===== src/hw/rtl/tcce_pkg.sv =====
`timescale 1ns / 1ps
// shared types and constants of the text console cursor engine
package tcce_pkg;

    typedef logic [3:0] t_func;
    typedef logic [1:0] t_commit;

    // command codes
    localparam t_func F_DRAW    = 4'd0;
    localparam t_func F_ADVANCE = 4'd1;
    localparam t_func F_RETREAT = 4'd2;
    localparam t_func F_NEWLINE = 4'd3;
    localparam t_func F_TAB     = 4'd4;
    localparam t_func F_CLEAR   = 4'd5;
    localparam t_func F_SCROLL  = 4'd6;
    localparam t_func F_SETPOS  = 4'd7;
    localparam t_func F_READ    = 4'd8;

    // cursor commit selects
    localparam t_commit CM_NONE = 2'd0;
    localparam t_commit CM_WORK = 2'd1;
    localparam t_commit CM_ZERO = 2'd2;

    localparam logic [7:0] BLANK_CHAR  = 8'h20;
    localparam logic [7:0] SCROLL_FILL = 8'd3;
    localparam int         TAB_STEP    = 8;

    typedef struct packed {
        logic    load;
        logic    draw_wr;
        logic    wrap_step;
        logic    unwrap_step;
        logic    adv_scroll;
        t_commit commit;
        logic    sweep_start;
        logic    fill_sel3;
        logic    copy_step;
        logic    fill_step;
        logic    rd_issue;
        logic    out_load;
        logic    cell_sel;
    } t_dp_cmd;

    typedef struct packed {
        logic wcol_ge_cols;
        logic wcol_neg;
        logic wrow_zero;
        logic wrow_ge_rows;
        logic last_copy;
        logic last_fill;
    } t_dp_stat;

endpackage


===== src/hw/rtl/tcce_ctrl.sv =====
`timescale 1ns / 1ps
// controller state machine of the text console cursor engine
module tcce_ctrl (
    input  logic               i_clk,
    input  logic               i_rst_n,
    input  logic               i_valid,
    input  tcce_pkg::t_func    i_func,
    input  logic               i_stall,
    input  tcce_pkg::t_dp_stat i_stat,
    output tcce_pkg::t_dp_cmd  o_cmd,
    output logic               o_stall,
    output logic               o_valid
);
    import tcce_pkg::*;

    localparam logic [3:0] S_IDLE   = 4'd0;
    localparam logic [3:0] S_EXEC   = 4'd1;
    localparam logic [3:0] S_WRAP   = 4'd2;
    localparam logic [3:0] S_UNWRAP = 4'd3;
    localparam logic [3:0] S_COPY   = 4'd4;
    localparam logic [3:0] S_DRAIN  = 4'd5;
    localparam logic [3:0] S_FILL   = 4'd6;
    localparam logic [3:0] S_RDWAIT = 4'd7;
    localparam logic [3:0] S_DONE   = 4'd8;

    logic [3:0] r_state, n_state;
    t_func      r_func, n_func;
    logic       r_auto, n_auto;
    logic       r_out_valid, n_out_valid;
    logic       out_free;
    t_dp_cmd    cmd;

    assign out_free = !r_out_valid || !i_stall;

    always_comb begin
        cmd     = '0;
        n_state = r_state;
        n_func  = r_func;
        n_auto  = r_auto;
        case (r_state)
            S_IDLE: begin
                if (i_valid) begin
                    cmd.load = 1'b1;
                    n_func   = i_func;
                    n_state  = S_EXEC;
                end
            end
            S_EXEC: begin
                case (r_func)
                    F_DRAW: begin
                        cmd.draw_wr = 1'b1;
                        if (out_free) begin
                            cmd.out_load = 1'b1;
                            n_state      = S_IDLE;
                        end
                    end
                    F_ADVANCE, F_NEWLINE, F_TAB, F_SETPOS: begin
                        n_state = S_WRAP;
                    end
                    F_RETREAT: begin
                        n_state = S_UNWRAP;
                    end
                    F_CLEAR: begin
                        cmd.sweep_start = 1'b1;
                        n_auto          = 1'b0;
                        n_state         = S_FILL;
                    end
                    F_SCROLL: begin
                        cmd.sweep_start = 1'b1;
                        n_auto          = 1'b0;
                        n_state         = S_COPY;
                    end
                    F_READ: begin
                        cmd.rd_issue = 1'b1;
                        n_state      = S_RDWAIT;
                    end
                    default: begin
                        if (out_free) begin
                            cmd.out_load = 1'b1;
                            n_state      = S_IDLE;
                        end
                    end
                endcase
            end
            S_WRAP: begin
                if (i_stat.wcol_ge_cols) begin
                    cmd.wrap_step = 1'b1;
                end else if (i_stat.wrow_ge_rows && (r_func != F_SETPOS)) begin
                    cmd.sweep_start = 1'b1;
                    cmd.fill_sel3   = 1'b1;
                    cmd.adv_scroll  = 1'b1;
                    n_auto          = 1'b1;
                    n_state         = S_COPY;
                end else begin
                    cmd.commit = CM_WORK;
                    if (out_free) begin
                        cmd.out_load = 1'b1;
                        n_state      = S_IDLE;
                    end
                end
            end
            S_UNWRAP: begin
                if (i_stat.wcol_neg && !i_stat.wrow_zero) begin
                    cmd.unwrap_step = 1'b1;
                end else begin
                    cmd.commit = i_stat.wcol_neg ? CM_ZERO : CM_WORK;
                    if (out_free) begin
                        cmd.out_load = 1'b1;
                        n_state      = S_IDLE;
                    end
                end
            end
            S_COPY: begin
                cmd.copy_step = 1'b1;
                if (i_stat.last_copy) begin
                    n_state = S_DRAIN;
                end
            end
            S_DRAIN: begin
                n_state = S_FILL;
            end
            S_FILL: begin
                cmd.fill_step = 1'b1;
                if (i_stat.last_fill) begin
                    n_state = r_auto ? S_WRAP : S_DONE;
                end
            end
            S_RDWAIT: begin
                cmd.cell_sel = 1'b1;
                if (out_free) begin
                    cmd.out_load = 1'b1;
                    n_state      = S_IDLE;
                end
            end
            S_DONE: begin
                if (out_free) begin
                    cmd.out_load = 1'b1;
                    n_state      = S_IDLE;
                end
            end
            default: begin
                n_state = S_IDLE;
            end
        endcase
        n_out_valid = cmd.out_load || (r_out_valid && i_stall);
    end

    always_ff @(posedge i_clk) begin
        if (!i_rst_n) begin
            r_state     <= S_IDLE;
            r_func      <= F_DRAW;
            r_auto      <= 1'b0;
            r_out_valid <= 1'b0;
        end else begin
            r_state     <= n_state;
            r_func      <= n_func;
            r_auto      <= n_auto;
            r_out_valid <= n_out_valid;
        end
    end

    assign o_cmd   = cmd;
    assign o_stall = (r_state != S_IDLE);
    assign o_valid = r_out_valid;

endmodule


===== config.mk =====
export PLATFORM = sky130hd
export DESIGN_NAME = tcce_ctrl
export DESIGN_NICKNAME = d
export VERILOG_FILES = /design/src/hw/rtl/tcce_pkg.sv /design/src/hw/rtl/tcce_ctrl.sv
export SDC_FILE = /design/constraint.sdc
export NUM_CORES = 1
export LEC_CHECK = 0
export ABC_AREA = 1
export BUFFER_PORTS_ARGS = -buffer_cell sky130_fd_sc_hd__buf_4
export CORE_MARGIN = 2
export CORE_UTILIZATION = 45
export DETAILED_ROUTE_END_ITERATION = 12
export PLACE_DENSITY_LB_ADDON = 0.08
export SKIP_LAST_GASP = 1
export SLEW_MARGIN = 30
export SYNTH_ARGS = -nofsm -noshare
export SYNTH_HDL_FRONTEND = slang
export SYNTH_SLANG_ARGS = --single-unit

===== constraint.sdc =====
create_clock -name i_clk -period 1.5 [get_ports i_clk]
set_input_delay 0.15 -clock i_clk [delete_from_list [all_inputs] [get_ports i_clk]]
set_output_delay 0.15 -clock i_clk [all_outputs]
set_load 0.03 [all_outputs]

==> results.py <==
metrics = {
    "placement": {
        "pre_cts_ws_ps": 26.8,
        "placed_cells": 198,
        "port_buffers": 29,
        "place_hpwl_mm": 1.87,
        "place_area_um2": 1140,
        "routabilityCongestion": 0.863,
    },
    "worst_setup_path": {
        "reg2regPathDepth": 12,
        "crit_type": "reg2out",
        "worstPathRequired_ps": 1350,
        "crit_fanout": 5,
        "r2r-end": "r_state[1]",
        "reg2reg_slack_ps": 0,
        "critical_path_arrival_ps": 1490,
        "reg2reg_from": "r_func[1]",
        "startpoint_type": "flip-flop",
        "worstSetupEndpointType": "primary output",
    },
    "cts": {
        "cts_buffers": 3,
        "clkLatencyLatePin_ps": 270,
        "root_buffer": "clkbuf_4",
        "clk_path_buf_depth": 2,
        "h-tree-depth": 1,
        "cts_tree": "yes",
        "clock-sinks": 10,
        "cts.clk_slew.worst_paths_ps": 70,
    },
    "timing": {
        "skew_ps": 6.03,
        "tightestPinTransition_ps": 262,
        "report.final.setup_viol": 7,
        "layout_min_cycle_time_ps": 1640,
        "max_freq_mhz": 611,
        "hold_ws_ps": 133,
        "finalCritPeriodShare_pct": 109,
        "setup_tns_ps": -586,
        "hold_viol": 0,
        "slew_headroom_pct": 82.4,
        "rsz0062_at_grt": "yes",
        "finalMaxSlewViolations": 0,
        "timing.final.ws_setup_ps": -137,
    },
    "global_routing": {
        "grt_max_degree": 9,
        "grt_overflow_total": 0,
        "track_usage_pct": 25.7,
        "grt_pass1_vias": 959,
        "grt_pass1_wl_mm": 3.93,
        "antenna_found_initial": 0,
    },
    "cells_and_area": {
        "syn_to_final_growth_pct": 62.7,
        "fill_cells": 142,
        "instances_no_fill": 206,
        "diodes": 0,
        "drive_gt1_share_pct": 54.1,
        "final_util_pct": 77.2,
        "fin_nets": 196,
        "design_area_um2": 1330,
    },
    "floorplan": {
        "dieArea_um2": 2180,
        "die_h_um": 46.7,
        "io-pin-count": 30,
        "start_util_pct": 47.5,
        "core_um2": 1730,
        "row_count": 15,
        "fp.dieW_um": 46.7,
    },
    "status": {
        "violations": "setup timing",
        "status": "finished with violations",
    },
    "route": {
        "via_count": 1085,
        "drt-total-wl_mm": 2.67,
        "routed.top_layer": "met4",
        "dr_wl_met3_um": 216,
        "drtAntennaViolNets": 0,
        "met1_length_mm": 1.13,
        "vias_per_cell": 5.27,
        "drt_iter0_drc": 40,
        "drc": 0,
        "wl_met2_mm": 1.25,
        "dr.pass1.iters": 4,
        "wl_per_cell_um": 13.0,
    },
    "logic_synthesis": {
        "synth_cells": 137,
        "synth_seq_cells": 10,
        "postSynthAreaPerCell_um2": 5.98,
        "yosysWarnings": 0,
        "synth_cell_types": 25,
        "synth_area_um2": 820,
        "seq_area_frac_synth_pct": 24.4,
        "syn_nets": 151,
    },
    "worst_hold_path": {
        "holdPathStages": 3,
        "hold_end": "o_valid",
        "hp-class": "in2reg",
        "hp-start": "i_rst_n",
    },
    "pwr": {
        "ir_worst_vdd_mv": 0.676,
        "finalPower_mw": 1.20,
        "power.density_nw_per_um2": 900,
        "p_leak_nw": 0.714,
    },
    "job": {
        "maxCapViolations": 0,
    },
}
-- how the worst max path moves through the flow --
stage / startpoint / endpoint / slack, ps / cells after the start
5_1_grt: r_func[0] / o_cmd[1] / -210 / 8
2_1_floorplan: r_state[3] / r_state[2] / -60 / 8
6_report: r_func[0] / o_cmd[1] / -140 / 8
3_3_place_gp: r_func[3] / o_cmd[1] / 70 / 6
3_5_place_dp: r_func[3] / o_cmd[1] / 30 / 6
4_1_cts: r_func[0] / o_cmd[1] / -100 / 8
-- layout make-up --
type | instances | area [um2] | area share (%)
Timing Repair Buffer | 42 | 327 | 24.5
Clock buffer | 4 | 36.3 | 2.72
Multi-Input combinational cell | 98 | 617 | 46.2
Inverter | 27 | 108 | 8.07
Tap cell | 25 | 31.3 | 2.35
Sequential cell | 10 | 215 | 16.1
-- cells by family (layout without fill, tap and decap cells) --
kind of cell	after synthesis	count (layout)	synth area share, %
buffers and inverters	29	73	14.8
flip-flops	10	10	24.4
AND/OR/NAND/NOR	78	78	46.7
AO/OA/AOI/OAI	20	20	14.0
-- timing repair --
| item | CTS | global route |
|---|---|---|
| hold buffers | 0 | 0 |
| setup endpoints to repair | 8 | 12 |
| buffers inserted | 2 | 2 |
| hold endpoints to repair | 0 | 0 |
| pin swaps | 5 | 5 |
| gates resized for setup | 25 | 20 |
-- flip-flops by register name, summed over array words and instances (netlist names) --
| register | flops |
|---|---|
| r_func | 4 |
| r_state | 4 |
| o_valid | 1 |
| r_auto | 1 |
-- placed cells by master, fill, tap and decap left out --
master / instances
nor3_2: 2
nand2_2: 8
a31oi_2: 1
inv_4: 2
a21oi_1: 7
clkbuf_4: 3
clkinv_1: 1
dfxtp_1: 2
buf_4: 39
nand3_1: 5
o21ai_1: 3
nand3_4: 1
dfxtp_4: 2
nand2_1: 21
inv_1: 16
nor3_1: 3
nand3_2: 7
o21ai_0: 3
a32oi_1: 1
nor2_2: 3
buf_6: 3
a211oi_1: 1
nand4_1: 4
a21oi_4: 1
nor2_1: 16
nor3_4: 2
clkinv_2: 1
dfxtp_2: 6
nand2_4: 3
clkbuf_8: 1
inv_2: 7
a21oi_2: 1
nor2_4: 3
o21ai_2: 2
-- power breakdown --
| group | internal (mW) | switching [mW] | leakage (nW) |
|---|---|---|---|
| sequential | 0.301 | 0.0407 | 0.0856 |
| clock | 0.148 | 0.103 | 0.0210 |
| combinational | 0.248 | 0.360 | 0.608 |
-- cell usage after synthesis --
master | instances | area share, %
nor2_1 | 19 | 8.7
inv_2 | 4 | 1.8
nor3_1 | 4 | 2.4
o21ai_1 | 2 | 1.2
nor2_2 | 2 | 1.5
o21ai_2 | 1 | 1.1
o21ai_0 | 5 | 3.1
nand4_1 | 4 | 3.1
nand3_1 | 9 | 5.5
inv_1 | 21 | 9.6
buf_6 | 1 | 1.4
nand2_2 | 3 | 2.3
a211oi_1 | 1 | 0.92
nand2_1 | 29 | 13
buf_4 | 1 | 0.92
nor2_4 | 1 | 1.4
a32oi_1 | 1 | 1.1
a21oi_1 | 8 | 4.9
a31oi_1 | 1 | 0.76
clkinv_1 | 1 | 0.46
a21oi_2 | 1 | 1.1
nor3_2 | 3 | 3.7
clkinv_2 | 1 | 0.61
nand3_2 | 4 | 4.9
dfxtp_1 | 10 | 24
-- layer usage --
metal	GRT usage, %	up-vias
met4	10.6	0
met1	31.1	490
met2	44.4	51
met3	4.31	8
li1	-	536
met5	0	-
-- worst max-delay path, stage by stage (launching register included) --
cell	delay [ps]
dfxtp_4	370
inv_4	70
nand2_4	50
nand2_4	110
nor2_2	50
nor2_2	130
nand3_2	100
a31oi_2	180
buf_6	150
No activity file was read; power rests on OpenSTA's default activity.
